===== src/cmeg_pkg.sv =====
package cmeg_pkg;

	localparam int MAX_SEGMENTS = 256;
	localparam int CORDIC_STEPS = 16;
	localparam int CORDIC_ITERS = (CORDIC_STEPS > 24) ? 24 : CORDIC_STEPS;

	localparam int SEG_W = 9;
	localparam int IDX_W = 17;
	localparam int ANG_W = 32;
	localparam int CW = 34;
	localparam int PW = 51;
	localparam int QW = 25;
	localparam int PRW = 10;

	localparam int Q_DEPTH = 4;
	localparam int Q_AW = 2;

	localparam int N_IDIV = IDX_W;
	localparam int AT_MUL = N_IDIV;
	localparam int AT_ADIV = AT_MUL + 1;
	localparam int N_ADIV = ANG_W;
	localparam int N_PDIV = QW;
	localparam int AT_COR = AT_ADIV + N_ADIV;
	localparam int AT_PROD = AT_COR + CORDIC_ITERS;
	localparam int N_PIPE = AT_PROD + 1;

	localparam logic signed [CW-1:0] CORDIC_GAIN = 34'sd652032874;
	localparam logic signed [PW-1:0] POS_MAX = 51'sd65535;
	localparam logic signed [PW-1:0] POS_MIN = -51'sd65535;
	localparam logic signed [CW-1:0] NRM_MAX = 34'sd16384;
	localparam logic signed [CW-1:0] NRM_MIN = -34'sd16384;

	typedef enum logic [1:0] {
		REG_RADIUS,
		REG_HEIGHT,
		REG_SEG_AROUND,
		REG_SEG_ALONG
	} reg_idx_t;

	typedef logic [SEG_W-1:0] seg_t;

	typedef struct packed {
		logic kind;
		logic oor;
		logic [IDX_W-1:0] index;
	} req_item_t;

	typedef struct packed {
		logic kind;
		logic oor;
		logic odd;
		logic flip;
		logic [SEG_W-1:0] rem;
		logic [IDX_W-1:0] dq;
		logic [PRW-1:0] prem;
		logic [QW-1:0] pdq;
		logic [SEG_W-1:0] arem;
		logic [ANG_W-1:0] aq;
		logic signed [CW-1:0] cx;
		logic signed [CW-1:0] cy;
		logic signed [CW-1:0] cz;
		logic [IDX_W-1:0] ca;
		logic [IDX_W-1:0] cb;
		logic [IDX_W-1:0] cc;
		logic signed [PW-1:0] px;
		logic signed [PW-1:0] pz;
		logic signed [CW-1:0] nx;
		logic signed [CW-1:0] nz;
	} pipe_t;

	function automatic seg_t clamp_seg(input seg_t v, input seg_t lo);
		seg_t r;
		if (v < lo) begin
			r = lo;
		end else if (v > SEG_W'(MAX_SEGMENTS)) begin
			r = SEG_W'(MAX_SEGMENTS);
		end else begin
			r = v;
		end
		return r;
	endfunction

	function automatic logic [31:0] atan_turn(input int k);
		logic [31:0] r;
		case (k)
			0: r = 32'd536870912;
			1: r = 32'd316933406;
			2: r = 32'd167458907;
			3: r = 32'd85004756;
			4: r = 32'd42667331;
			5: r = 32'd21354465;
			6: r = 32'd10679838;
			7: r = 32'd5340245;
			8: r = 32'd2670163;
			9: r = 32'd1335087;
			10: r = 32'd667544;
			11: r = 32'd333772;
			12: r = 32'd166886;
			13: r = 32'd83443;
			14: r = 32'd41722;
			15: r = 32'd20861;
			16: r = 32'd10430;
			17: r = 32'd5215;
			18: r = 32'd2608;
			19: r = 32'd1304;
			20: r = 32'd652;
			21: r = 32'd326;
			22: r = 32'd163;
			23: r = 32'd81;
			default: r = 32'd0;
		endcase
		return r;
	endfunction

endpackage


===== src/cmeg_queue.sv =====
module cmeg_queue (
	input  logic                clk,
	input  logic                arst_n,
	input  logic                push_valid,
	output logic                push_ready,
	input  cmeg_pkg::req_item_t push_item,
	output logic                pop_valid,
	input  logic                pop_ready,
	output cmeg_pkg::req_item_t pop_item
);

	cmeg_pkg::req_item_t mem_q [cmeg_pkg::Q_DEPTH];
	logic [cmeg_pkg::Q_AW-1:0] wr_q;
	logic [cmeg_pkg::Q_AW-1:0] rd_q;
	logic [cmeg_pkg::Q_AW:0] cnt_q;
	logic push;
	logic pop;

	assign push_ready = cnt_q != (cmeg_pkg::Q_AW + 1)'(cmeg_pkg::Q_DEPTH);
	assign pop_valid = cnt_q != '0;
	assign pop_item = mem_q[rd_q];
	assign push = push_valid && push_ready;
	assign pop = pop_valid && pop_ready;

	always_ff @(posedge clk or negedge arst_n) begin
		if (!arst_n) begin
			wr_q <= '0;
			rd_q <= '0;
			cnt_q <= '0;
		end else begin
			if (push) begin
				wr_q <= wr_q + 1'b1;
			end
			if (pop) begin
				rd_q <= rd_q + 1'b1;
			end
			if (push && !pop) begin
				cnt_q <= cnt_q + 1'b1;
			end else if (pop && !push) begin
				cnt_q <= cnt_q - 1'b1;
			end
		end
	end

	always_ff @(posedge clk) begin
		if (push) begin
			mem_q[wr_q] <= push_item;
		end
	end

endmodule


===== config.mk =====
export PLATFORM = sky130hd
export DESIGN_NAME = cmeg_queue
export DESIGN_NICKNAME = d
export VERILOG_FILES = /design/src/cmeg_pkg.sv /design/src/cmeg_queue.sv
export SDC_FILE = /design/constraint.sdc
export NUM_CORES = 1
export LEC_CHECK = 0
export BUFFER_PORTS_ARGS = -buffer_cell sky130_fd_sc_hd__buf_2
export CAP_MARGIN = 20
export CORE_MARGIN = 5
export CORE_UTILIZATION = 56
export DETAILED_ROUTE_END_ITERATION = 10
export GPL_TIMING_DRIVEN = 0
export PLACE_DENSITY = 0.78
export SYNTH_ARGS = -nofsm -noshare
export SYNTH_HDL_FRONTEND = slang
export SYNTH_SLANG_ARGS = --single-unit

===== constraint.sdc =====
create_clock -name clk -period 2.41 [get_ports clk]
set_clock_uncertainty 0.05 [all_clocks]
set_input_delay 0 -clock clk [delete_from_list [all_inputs] [get_ports clk]]
set_output_delay 0 -clock clk [all_outputs]
set_load 0.005 [all_outputs]

# Word level (Yosys, flattened, before mapping)
# Memory sizes are Yosys's and may differ from the RTL's.
# Cells that the tools add are included.
# totals
ff_bits	7
inputBits	23
word_cells	21
romBits	0
out_inout_bits	21
memories	1
ram_bits	76
latchBits	0
# mem_list
memory	words	width	read_ports	rd_ports_with_merged_regs	wr	line_no	text
mem_q	4	19	1	0	1	cmeg_queue.sv:12	cmeg_pkg::req_item_t mem_q [cmeg_pkg::Q_DEPTH];
# op_classes
order_cmp	0
reduce_logical	8
mul	0
muxes	4
add_sub_neg	4
eq_ne	1
bitwise	0
shifts	0
div	0
# ops
cell	n
3-bit 2-to-1 mux	2
2-bit by 1-bit adder with 2-bit output (second input constant)	2
1-bit logical AND	4
3-bit by 1-bit adder with 3-bit output (second input constant)	1
3-bit != test (second input constant)	1
3-bit nonzero test	1
3-bit by 1-bit subtractor with 3-bit output (second input constant)	1
1-bit logical NOT	2
1-bit 2-to-1 mux	2
2-bit nonzero test	1

# Logic depth before layout (Yosys ltp)
# logic_depth
word_depth	6
mapped_depth	8

# Worst setup path after synthesis
# Ideal clock, no wire load.
# synth_timing
path_kind	register to register
start	register cnt_q[1] in the netlist's numbering
end	register cnt_q[2] in the netlist's numbering
setup_slack_ps	411
period_less_slack_ps	1999
required_ps	2281
stages_incl_launch_ff	9
arrival_ps	1870
setup_ps	79
cell_sequence	dfrtp_1 > or3_4 > nand2_1 > ha_1 > inv_1 > fa_1 > xor2_1 > nor2_1 > xor2_1
# synth_between
elab_chain_cells	5
word_cells_on_any_way	13
# synth_lines
item	line_no	text
start: declaration	cmeg_queue.sv:15	logic [cmeg_pkg::Q_AW:0] cnt_q;
start signal: assignment	cmeg_queue.sv:38	cnt_q <= cnt_q + 1'b1;
start signal: assignment	cmeg_queue.sv:40	cnt_q <= cnt_q - 1'b1;
3-bit nonzero test (*)	cmeg_queue.sv:20	assign pop_valid = cnt_q != '0;
net pop_valid	cmeg_queue.sv:7	output logic pop_valid,
1-bit logical AND (*)	cmeg_queue.sv:23	assign pop = pop_valid && pop_ready;
1-bit logical NOT	cmeg_queue.sv:37	if (push && !pop) begin
1-bit logical AND	cmeg_queue.sv:37	
3-bit 2-to-1 mux / 2-bit nonzero test (equally long branches)	n/a	
# The timed path passes the listed nets; every way through them passes the cells marked *. The select of a mux whose other input is x is not followed.
# A chain may end at the register's enable or synchronous reset.

# Final worst setup path
# layout_timing
start	register cnt_q[0] in the netlist's numbering
end	memory mem_q[0][16] in the netlist's numbering (enable)
# layout_between
elab_chain_cells	4
# layout_lines
item	line_no	text
3-bit != test	cmeg_queue.sv:19	assign push_ready = cnt_q != (cmeg_pkg::Q_AW + 1)'(cmeg_pkg::Q_DEPTH);
1-bit logical AND	cmeg_queue.sv:22	assign push = push_valid && push_ready;
net push	cmeg_queue.sv:16	logic push;
1-bit 2-to-1 mux	cmeg_queue.sv:46	if (push) begin
1-bit 2-to-1 mux (not written as such)	cmeg_queue.sv:47	mem_q[wr_q] <= push_item;
end: declaration	cmeg_queue.sv:12	
# The timed path passes the listed nets, and every way through them passes these cells.

==> results.yml <==
clocking:
  cts-root-buf: "clkbuf_8"
  cts-buffers-inserted: 9
  cts.path.max_buffers: 2
  cts-htree-levels: 3
  postCtsHoldBufs: 22
  tritoncts: "done"
  cts.sinks: 83
  cts-resized-gates: 0
  clk_latency_ps: 340
  clk_pin_slew_ps: 80
  post_cts_buffers: 0
pwr:
  seqPwrFrac: 0.461
  clkPwrFrac: 0.242
  p_per_area_nw_per_um2: 1140
  switching_share: 0.271
  switching_power_mw: 1.20
  leakage_nw: 1.41
  total_power_mw: 4.43
  p_int_mw: 3.23
  combinationalPowerShare: 0.298
  peakVddDrop_v: 0.000732
yosys:
  syn_area_um2: 3160
  netlist_top_cells_area: "edfxtp_1 (72%), mux4_2 (13%), dfrtp_1 (5.5%), ha_1 (2.0%), xnor2_1 (1.1%)"
  yosysSeqAreaShare: 0.777
  syn_inst: 134
  yosys_warnings: 0
  avgSynthCellArea_um2: 23.6
  synth_area_leader_cell: "edfxtp_1"
  syn_nets: 163
  synth_top_cell_area_share: 0.722
  synthDistinctLibCells: 19
  ys_ff_latch: 83
critical_path:
  start_kind: "flip-flop"
  worstSetupPathType: "reg -> reg"
  arrival_ps: 2060
  critPathMaxFanout: 19
  cp.required_ps: 2330
  r2r_cells: 3
  cp-end-kind: "flip-flop"
die:
  chipHeight_um: 85.1
  dieWidth_um: 85.1
  core-area_um2: 5510
  initial_utilization: 0.574
  row_count: 27
  pin_count: 44
  die-area_um2: 7250
layout:
  final_nets: 239
  fin_cells: 287
  drive_above_1_share: 0.386
  fillers: 351
  final_common_cell: "edfxtp_1"
  multi_input_area_um2: 661
  seqCellArea_um2: 2460
  diodes: 0
  area_growth_syn_to_layout_pct: 23.5
  mostFrequentLayoutCells: "edfxtp_1 (76), buf_2 (45), dlygate4sd3_1 (22), mux4_2 (18), clkbuf_8 (10)"
drt:
  dr.pass1.iters: 4
  wl_per_cell_um: 18.3
  finalWirelength_mm: 5.26
  routed_via_density: 5.20
  drc: 0
  postRouteAntennaNets: 0
  drt_iter0_markers: 93
  vias: 1492
timing:
  fin_tns_setup_ps: 0
  period_needed_ps: 2150
  fmax_mhz: 465
  setup_ws_ps: 262
  grt_setup_unrepaired: "false"
  finalCritPeriodShare: 0.891
  worst_slew_pin_slew_ps: 1000
  finalMaxSlewViolations: 0
  finalSetupViolCount: 0
  fin_hold_ws_ps: 73.2
  slew-limit-headroom: 0.331
  hold_viol_final: 0
global_routing:
  grt_pass1_wl_mm: 8.65
  grt_max_degree: 20
  grt_pass1_vias: 1653
  track_usage: 0.167
  gr-total-overflow: 0
  antenna_found_initial: 0
outcome:
  status: "completed"
hold_path:
  hold_class: "in -> reg"
  hold_depth: 3
placement:
  portBuffers: 43
  dp.cells: 249
  routabilityCongestion: 0.787
  place_ws_ps: 238
  dp_hpwl_mm: 3.30
run:
  maxCapViolations: 0
-- final timing paths --
kind | from | end | slack [ps]
min | push_valid | wr_q[0] | 70
min in group asynchronous | arst_n | cnt_q[2] | 560
min reg2reg | cnt_q[2] | cnt_q[2] | 490
max reg2reg | cnt_q[0] | mem_q[0][16] | 260
max | cnt_q[0] | mem_q[0][16] | 260
max in group asynchronous | arst_n | wr_q[1] | 1490
-- synth_stat cells --
cell	instances
edfxtp_1	76
mux4_2	18
dfrtp_1	7
ha_1	5
and2_1	4
xnor2_1	4
inv_1	3
buf_2	2
buf_6	2
nand2_1	2
nor2_1	2
xor2_1	2
a21boi_2	1
fa_1	1
mux2_2	1
mux2_4	1
mux4_1	1
nand3_1	1
or3_4	1
-- state kept, by name, summed over array words and instances, names as in the netlist --
register / cells
cnt_q: 3
mem_q: 76
rd_q: 2
wr_q: 2
-- power by group through the flow --
| stage | Clock, mW | Sequential [mW] | Combinational [mW] |
|---|---|---|---|
| global route | 1.15 | 2.08 | 1.46 |
| detailed placement | 0 | 2.08 | 1.33 |
| finish | 1.07 | 2.04 | 1.32 |
| floorplan | 0 | 2.04 | 0.889 |
| global placement | 0 | 2.05 | 1.28 |
| CTS | 1.09 | 2.05 | 1.37 |
-- metrics by stage --
stage / cell area, um^2 / utilization
after floorplan: 3160 / -
after global placement: 3470 / 0.630
after detailed placement: 3470 / 0.630
after CTS: 3910 / 0.709
after global routing: 3910 / 0.709
final: 3910 / 0.709
-- worst max-delay path, stage by stage (launching register included) --
cell      delay, ps
dfrtp_1         440
nor2_1           90
a21boi_2        330
and2_1          860
-- metal layers --
metal | global-route usage | routed length (um) | share of wire
met1 | 0.189 | 2000 | 0.38
met2 | 0.292 | 2920 | 0.56
met3 | 0.0408 | 225 | 0.043
met4 | 0.0863 | 110 | 0.021
met5 | 0 | 0 | 0
-- final cells by class --
type / count / area share
clock buffer: 11 / 0.0362
clock inverter: 5 / 0.0195
timing repair buffer: 65 / 0.112
multi-input combinational: 44 / 0.169
inverter: 3 / 0.00288
tap: 72 / 0.0231
sequential: 83 / 0.629
buffer: 4 / 0.00833
-- logic make-up after synthesis --
logic type | Yosys count | synth area share
buf+inv | 7 | 0.0138
xor+xnor | 6 | 0.0166
flops | 83 | 0.777
fa+ha+maj | 6 | 0.0261
mux | 21 | 0.145
simple gates | 10 | 0.0178
compound gates | 1 | 0.00356
No activity file was read; power rests on OpenSTA's default activity.
