File: config.mk
export PLATFORM = sky130hd
export DESIGN_NAME = cmeg_front_flat
export DESIGN_NICKNAME = d
export VERILOG_FILES = /design/src/cmeg_pkg.sv /design/src/cmeg_if.sv /design/src/cmeg_front.sv /design/src/flat_wrapper.sv
export SDC_FILE = /design/constraint.sdc
export NUM_CORES = 1
export LEC_CHECK = 0
export BUFFER_PORTS_ARGS = -buffer_cell sky130_fd_sc_hd__buf_2
export CAP_MARGIN = 0
export CORE_MARGIN = 2
export CORE_UTILIZATION = 45
export DETAILED_ROUTE_END_ITERATION = 12
export MAX_ROUTING_LAYER = met4
export PLACE_DENSITY = 0.66
export SETUP_SLACK_MARGIN = 0.5
export SYNTH_ARGS = -nofsm -noshare
export SYNTH_HDL_FRONTEND = slang
export SYNTH_SLANG_ARGS = --single-unit
File: constraint.sdc
create_clock -name clk -period 1.9 [get_ports clk]
set_input_delay 0.285 -clock clk [delete_from_list [all_inputs] [get_ports clk]]
set_output_delay 0.285 -clock clk [all_outputs]
set_load 0.02 [all_outputs]
File: src/cmeg_pkg.sv
package cmeg_pkg;

	localparam int MAX_SEGMENTS = 256;
	localparam int CORDIC_STEPS = 16;
	localparam int CORDIC_ITERS = (CORDIC_STEPS > 24) ? 24 : CORDIC_STEPS;

	localparam int SEG_W = 9;
	localparam int IDX_W = 17;
	localparam int ANG_W = 32;
	localparam int CW = 34;
	localparam int PW = 51;
	localparam int QW = 25;
	localparam int PRW = 10;

	localparam int Q_DEPTH = 4;
	localparam int Q_AW = 2;

	localparam int N_IDIV = IDX_W;
	localparam int AT_MUL = N_IDIV;
	localparam int AT_ADIV = AT_MUL + 1;
	localparam int N_ADIV = ANG_W;
	localparam int N_PDIV = QW;
	localparam int AT_COR = AT_ADIV + N_ADIV;
	localparam int AT_PROD = AT_COR + CORDIC_ITERS;
	localparam int N_PIPE = AT_PROD + 1;

	localparam logic signed [CW-1:0] CORDIC_GAIN = 34'sd652032874;
	localparam logic signed [PW-1:0] POS_MAX = 51'sd65535;
	localparam logic signed [PW-1:0] POS_MIN = -51'sd65535;
	localparam logic signed [CW-1:0] NRM_MAX = 34'sd16384;
	localparam logic signed [CW-1:0] NRM_MIN = -34'sd16384;

	typedef enum logic [1:0] {
		REG_RADIUS,
		REG_HEIGHT,
		REG_SEG_AROUND,
		REG_SEG_ALONG
	} reg_idx_t;

	typedef logic [SEG_W-1:0] seg_t;

	typedef struct packed {
		logic kind;
		logic oor;
		logic [IDX_W-1:0] index;
	} req_item_t;

	typedef struct packed {
		logic kind;
		logic oor;
		logic odd;
		logic flip;
		logic [SEG_W-1:0] rem;
		logic [IDX_W-1:0] dq;
		logic [PRW-1:0] prem;
		logic [QW-1:0] pdq;
		logic [SEG_W-1:0] arem;
		logic [ANG_W-1:0] aq;
		logic signed [CW-1:0] cx;
		logic signed [CW-1:0] cy;
		logic signed [CW-1:0] cz;
		logic [IDX_W-1:0] ca;
		logic [IDX_W-1:0] cb;
		logic [IDX_W-1:0] cc;
		logic signed [PW-1:0] px;
		logic signed [PW-1:0] pz;
		logic signed [CW-1:0] nx;
		logic signed [CW-1:0] nz;
	} pipe_t;

	function automatic seg_t clamp_seg(input seg_t v, input seg_t lo);
		seg_t r;
		if (v < lo) begin
			r = lo;
		end else if (v > SEG_W'(MAX_SEGMENTS)) begin
			r = SEG_W'(MAX_SEGMENTS);
		end else begin
			r = v;
		end
		return r;
	endfunction

	function automatic logic [31:0] atan_turn(input int k);
		logic [31:0] r;
		case (k)
			0: r = 32'd536870912;
			1: r = 32'd316933406;
			2: r = 32'd167458907;
			3: r = 32'd85004756;
			4: r = 32'd42667331;
			5: r = 32'd21354465;
			6: r = 32'd10679838;
			7: r = 32'd5340245;
			8: r = 32'd2670163;
			9: r = 32'd1335087;
			10: r = 32'd667544;
			11: r = 32'd333772;
			12: r = 32'd166886;
			13: r = 32'd83443;
			14: r = 32'd41722;
			15: r = 32'd20861;
			16: r = 32'd10430;
			17: r = 32'd5215;
			18: r = 32'd2608;
			19: r = 32'd1304;
			20: r = 32'd652;
			21: r = 32'd326;
			22: r = 32'd163;
			23: r = 32'd81;
			default: r = 32'd0;
		endcase
		return r;
	endfunction

endpackage

File: src/cmeg_if.sv
interface cmeg_req_if;
	logic valid;
	logic ready;
	logic func;
	logic [16:0] element_index;
	modport source(output valid, func, element_index, input ready);
	modport sink(input valid, func, element_index, output ready);
endinterface


File: src/cmeg_front.sv
module cmeg_front (
	input  logic                clk,
	input  logic                arst_n,
	cmeg_req_if.sink            req,
	input  cmeg_pkg::seg_t      seg_u,
	input  cmeg_pkg::seg_t      seg_v,
	output logic                push_valid,
	input  logic                push_ready,
	output cmeg_pkg::req_item_t push_item
);

	logic [17:0] vtx_count;
	logic [17:0] tri_count;
	logic oor;
	logic vld_s1;
	cmeg_pkg::req_item_t item_s1;

	assign vtx_count = 18'(seg_u) * (18'(seg_v) + 18'd1);
	assign tri_count = (18'(seg_u) * 18'(seg_v)) << 1;
	assign oor = req.func ? (18'(req.element_index) >= tri_count)
		: (18'(req.element_index) >= vtx_count);

	assign req.ready = !vld_s1 || push_ready;
	assign push_valid = vld_s1;
	assign push_item = item_s1;

	always_ff @(posedge clk or negedge arst_n) begin
		if (!arst_n) begin
			vld_s1 <= 1'b0;
		end else if (req.valid && req.ready) begin
			vld_s1 <= 1'b1;
		end else if (push_ready) begin
			vld_s1 <= 1'b0;
		end
	end

	always_ff @(posedge clk) begin
		if (req.valid && req.ready) begin
			item_s1.kind <= req.func;
			item_s1.oor <= oor;
			item_s1.index <= req.element_index;
		end
	end

endmodule

File: src/flat_wrapper.sv
// flat-port wrapper written by rule: the top's interface ports become plain ports
module cmeg_front_flat 
  (clk, arst_n, seg_u, seg_v, push_valid, push_ready, push_item, req_valid, req_func, req_element_index, req_ready);
  cmeg_req_if req_i ();
  input  logic clk;
  input  logic arst_n;
  input  cmeg_pkg::seg_t seg_u;
  input  cmeg_pkg::seg_t seg_v;
  output logic push_valid;
  input  logic push_ready;
  output cmeg_pkg::req_item_t push_item;
  input wire logic [$bits(req_i.valid)-1:0] req_valid;
  input wire logic [$bits(req_i.func)-1:0] req_func;
  input wire logic [$bits(req_i.element_index)-1:0] req_element_index;
  output wire logic [$bits(req_i.ready)-1:0] req_ready;
  assign req_i.valid = req_valid;
  assign req_i.func = req_func;
  assign req_i.element_index = req_element_index;
  assign req_ready = req_i.ready;
  cmeg_front u_core (.clk(clk), .arst_n(arst_n), .req(req_i), .seg_u(seg_u), .seg_v(seg_v), .push_valid(push_valid), .push_ready(push_ready), .push_item(push_item));
endmodule
# Yosys cells after proc, flatten, opt, wreduce, memory -nomap -nowiden
# Index checks and enable logic that the tools add are counted.
# W data, S select, Z words.
[classes]
addsub = 1
reduce_logical = 4
mul = 2
n_mux = 3
n_lt_le_gt_ge = 2
[ops]
columns = ["operator", "count"]
rows = [
  ["$ge A17 B18 Y1", 2],
  ["$mul A9 B18 Y18", 1],
  ["$mul A9 B9 Y17", 1],
  ["$add A9 B1 Y10 const B", 1],
  ["$mux W1", 3],
  ["$reduce_bool A2 Y1", 1],
  ["$logic_and A1 B1 Y1", 1],
  ["$logic_not A1 Y1", 1],
  ["$logic_or A1 B1 Y1", 1],
]
[totals]
reg_bits = 20
input_bits = 40
output_inout_bits = 21
word_cells = 16

# Logic depth before layout (Yosys ltp)
[logic_depth]
depth_word = 4
mapped_depth = 26
ltp_nobuf = 26

# Least setup slack after synthesis
# OpenSTA, ideal clock, no wires.
[synth_path]
kind = "input-to-reg"
from = "input seg_v[0]"
to = "register u_core.item_s1, in the netlist u_core.push_item[17] (data pin)"
setup_ns = 0.269
setup_slack_ns = -4.425
arrival_time_ns = 6.056
n_path_buf = 1
required_time_ns = 1.631
path_stages = 24
cell_sequence = "clkbuf_1 nand3_1 xnor2_1 nand2_1 fa_1 fa_1 inv_1 fa_1 inv_1 fa_1 inv_1 ha_1 nand2_1 nand2_1 a311o_1 a221o_1 xnor2_1 ha_1 and4_1 a2111oi_0 o21ai_0 a2111o_1 nand3_1 o32ai_2"
[synth_between]
elab_chain_cells = 4
word_cells_on_any_way = 6
classes_between = "1 x add/sub; 2 x mul; 2 x order compare; 1 x mux"
[synth_rtl]
columns = ["item", "line", "rtl"]
rows = [
  ["start: declaration", "flat_wrapper.sv:8", "input cmeg_pkg::seg_t seg_v;"],
  ["$add A9 B1 Y10", "cmeg_front.sv:18", "assign vtx_count = 18'(seg_u) * (18'(seg_v) + 18'd1);"],
  ["$mul A9 B18 Y18", "cmeg_front.sv:18", ""],
  ["$ge A17 B18 Y1", "cmeg_front.sv:21", ": (18'(req.element_index) >= vtx_count);"],
  ["$mux W1 (*)", "cmeg_front.sv:20", "assign oor = req.func ? (18'(req.element_index) >= tri_count)"],
  ["net u_core.oor", "cmeg_front.sv:14", "logic oor;"],
  ["end: declaration", "cmeg_front.sv:16", "cmeg_pkg::req_item_t item_s1;"],
]
# Mark *: on every way through the listed nets, which the timed path passes. The rest lies on a longest branch.
# A chain may end at the register's enable or synchronous reset.

# Final worst setup path
[layout_path]
from = "input seg_v[4]"
to = "register u_core.item_s1, in the netlist u_core.push_item[17] (data pin)"
# Same word-level chain as after synthesis.

==> results_dict.tcl <==
set metrics [dict create \
    status "finished with violations" \
    violations "negative setup slack" \
    yosys_warnings 0 \
    cts_buffer_depth 2 \
    drv_cap 0 \
    max_stage_delay_ns 0.52 \
    grt_first_pass_wirelength_mm 27.41 \
    ios 61 \
    drt_first_iter_violations 219 \
    p_sw_mw 4.713 \
    syn-cell-area_um2 6799 \
    fmax_ghz 0.1682 \
    drive_gt1_share_pct 22.21 \
    io_buffers 60 \
    gp_congestion 0.8559 \
    synthDistinctLibCells 44 \
    synth_top_family_by_area "adder cells" \
    vias 5595 \
    antenna_found_initial 0 \
    clk_root_buffer_cell "clkbuf_16" \
    numClockSinks 20 \
    fp-row-count 44 \
    hold_path_class "in2reg" \
    die_w_um 126.9 \
    period_needed_ns 5.944 \
    critPathArrivalTime_ns 5.94 \
    avgSynthCellArea_um2 8.739 \
    final_common_cell "inv_1" \
    synthCells 778 \
    leakage_nw 4.537 \
    dp_hpwl_mm 13.86 \
    relSlewSlack_pct 52.35 \
    via_per_inst 4.973 \
    slew_violations 0 \
    grt_pass1_vias 5797 \
    diodes 0 \
    synthSimpleGateAreaFrac_pct 18.51 \
    path_buf_inv 4 \
    dieHeight_um 126.9 \
    powerDensity_nw_per_um2 1190 \
    rsz0062_at_grt "yes" \
    cp-start-kind "input port" \
    synth-seq-area-share_pct 8.760 \
    h-tree-depth 1 \
    clkPwrFrac_pct 5.0 \
    clk_pin_slew_ns 0.06 \
    critPathTopFamily "adder cells" \
    synth_enable_flop_cells 19 \
    routed_wl_mm 15.91 \
    cts_made_buffers 3 \
    firstDrtPassIters 4 \
    critPathRequiredTime_ns 1.89 \
    p_comb_share_pct 89.6 \
    syn_to_final_growth_pct 24.79 \
    cts_tree "yes" \
    hold_violations 0 \
    worstPathMaxFanout 5 \
    drc 0 \
    ys.flop_type "edfxtp_1" \
    yosys.area_share.xor_xnor_pct 4.509 \
    critical_path.slowest_cell "fa_1" \
    crit_top_cell "fa_1" \
    grt_max_degree 20 \
    power.internal_mw 5.383 \
    synth_fa_ha_area_share_pct 50.61 \
    synthesis.nets 1030 \
    finalPower_mw 10.10 \
    synth-compound-area-share_pct 6.809 \
    switching_share_pct 46.68 \
    gr-usage-all-layers_pct 21.60 \
    clk_latency_ns 0.26 \
    synth-seq-cells 20 \
    final_cell_mix "inv_1 (168), buf_4 (115), fa_1 (105)" \
    synthArstFlopShare_pct 5.000 \
    setup_viol 1 \
    grt-ovfl-total 0 \
    max_slew.worst_pin.slew_ns 0.7059 \
    design.core.area_um2 14640 \
    nNetsFinal 1194 \
    vdd_drop_max_v 0.0007691 \
    path_class "in2reg" \
    wl_per_cell_um 14.14 \
    fin_ws_ns -4.044 \
    initial_core_util_pct 46.43 \
    ant_nets 0 \
    p_seq_share_pct 5.4 \
    endpoint_kind "flip-flop" \
    dieArea_um2 16110 \
    fin_tns_setup_ns -4.044 \
    clock_skew_ns 0.004597 \
    synth_mux_area_share_pct 0.2944 \
    min_period_over_period_pct 312.9 \
]
synth_stat cells (2+ instances only):
library cell / count / area share, %
nor2b_1: 14 / 1.3
ha_1: 107 / 20
or3_1: 2 / 0.18
or2_2: 2 / 0.18
a21oi_1: 19 / 1.4
fa_1: 105 / 31
edfxtp_1: 19 / 8.4
mux2i_1: 2 / 0.29
nor3_1: 7 / 0.52
o21a_1: 3 / 0.33
nor2_1: 18 / 0.99
a211oi_1: 3 / 0.33
and4_1: 4 / 0.52
nand2b_1: 10 / 0.92
inv_1: 168 / 9.3
clkbuf_1: 20 / 1.1
and2_1: 75 / 6.9
nand3_1: 11 / 0.81
o211ai_1: 3 / 0.33
xor2_1: 13 / 1.7
o21ai_0: 19 / 1.4
a221oi_1: 2 / 0.26
a21o_1: 6 / 0.66
nand4_1: 5 / 0.46
nand2_1: 100 / 5.5
a21boi_0: 2 / 0.22
xnor2_1: 22 / 2.8
kinds of logic after synthesis:
logic type | Yosys count
adder cells (fa/ha/maj) | 212
XOR/XNOR | 35
buffers and inverters | 190
AO/OA/AOI/OAI | 69
AND/OR/NAND/NOR | 250
flip-flops | 20
multiplexers | 2
metrics by stage:
stage | setup WS [ns] | hold slack, ns | instance area (um^2) | util, % | cells
2_1_floorplan | -4.043 | -0.01059 | 6912 | - | 778
3_3_place_gp | -4.351 | 0.06083 | 8288 | 56.60 | 1116
3_5_place_dp | -4.513 | 0.06147 | 8288 | 56.60 | 1116
4_1_cts | -4.053 | 0.2365 | 8461 | 57.78 | 1125
5_1_grt | -4.318 | 0.2423 | 8484 | 57.94 | 1125
6_report | -4.044 | 0.2341 | 8484 | 57.94 | 1125
power groups by stage:
stage	sequential (mW)	clock, mW	combinational (mW)
final	0.540	0.505	9.05
after global routing	0.540	0.535	10.3
after CTS	0.540	0.517	9.01
after detailed placement	0.550	0	8.80
after global placement	0.548	0	8.61
after floorplan	0.586	0	5.72
metal layers:
metal | share of wire (%) | global-route usage [%] | up-vias
met5 | 0 | - | -
met4 | 2.0 | 4.783 | 0
met3 | 4.4 | 2.278 | 22
met2 | 49 | 36.69 | 108
met1 | 45 | 28.08 | 2710
li1 | - | - | 2755
state kept, by name (all words and copies together) (netlist names):
register and count:
u_core.push_valid 1, u_core.push_item 19
repair_timing:
item                                    CTS  global route
endpoints found under the setup margin    1             1
cloned                                    1             0
gates resized for setup                   7             5
hold endpoints to repair                  1             0
pin swaps                                 7             2
setup buffers                             3             0
hold buffers                              1             0
cell type report:
cell class | count | area, um^2
clock buffer | 4 | 88.84
inverter | 168 | 630.6
tap | 184 | 230.2
multi-input combinational | 569 | 5670
sequential | 20 | 595.6
fill | 1330 | 6160
timing repair buffer | 180 | 1269
path summary, 6_finish.rpt:
kind,from,endpoint,slack [ns],cells past startpoint
max in group asynchronous,arst_n,u_core.push_valid,1.48,2
min in group asynchronous,arst_n,u_core.push_valid,0.34,2
max,seg_v[4],u_core.push_item[17],-4.04,25
min reg2reg,u_core.push_valid,u_core.push_valid,0.53,2
max reg2reg,u_core.push_valid,u_core.push_item[9],0.76,2
min,req_valid,u_core.push_valid,0.23,2
worst register-to-register path: cells and delay by family, from the launching register on:
| kind | cells | cell delay [ns] |
|---|---|---|
| DFF | 1 | 0.37 |
| and+or+nand+nor | 2 | 0.44 |
Note: power is estimated with default switching activity, not from simulation.
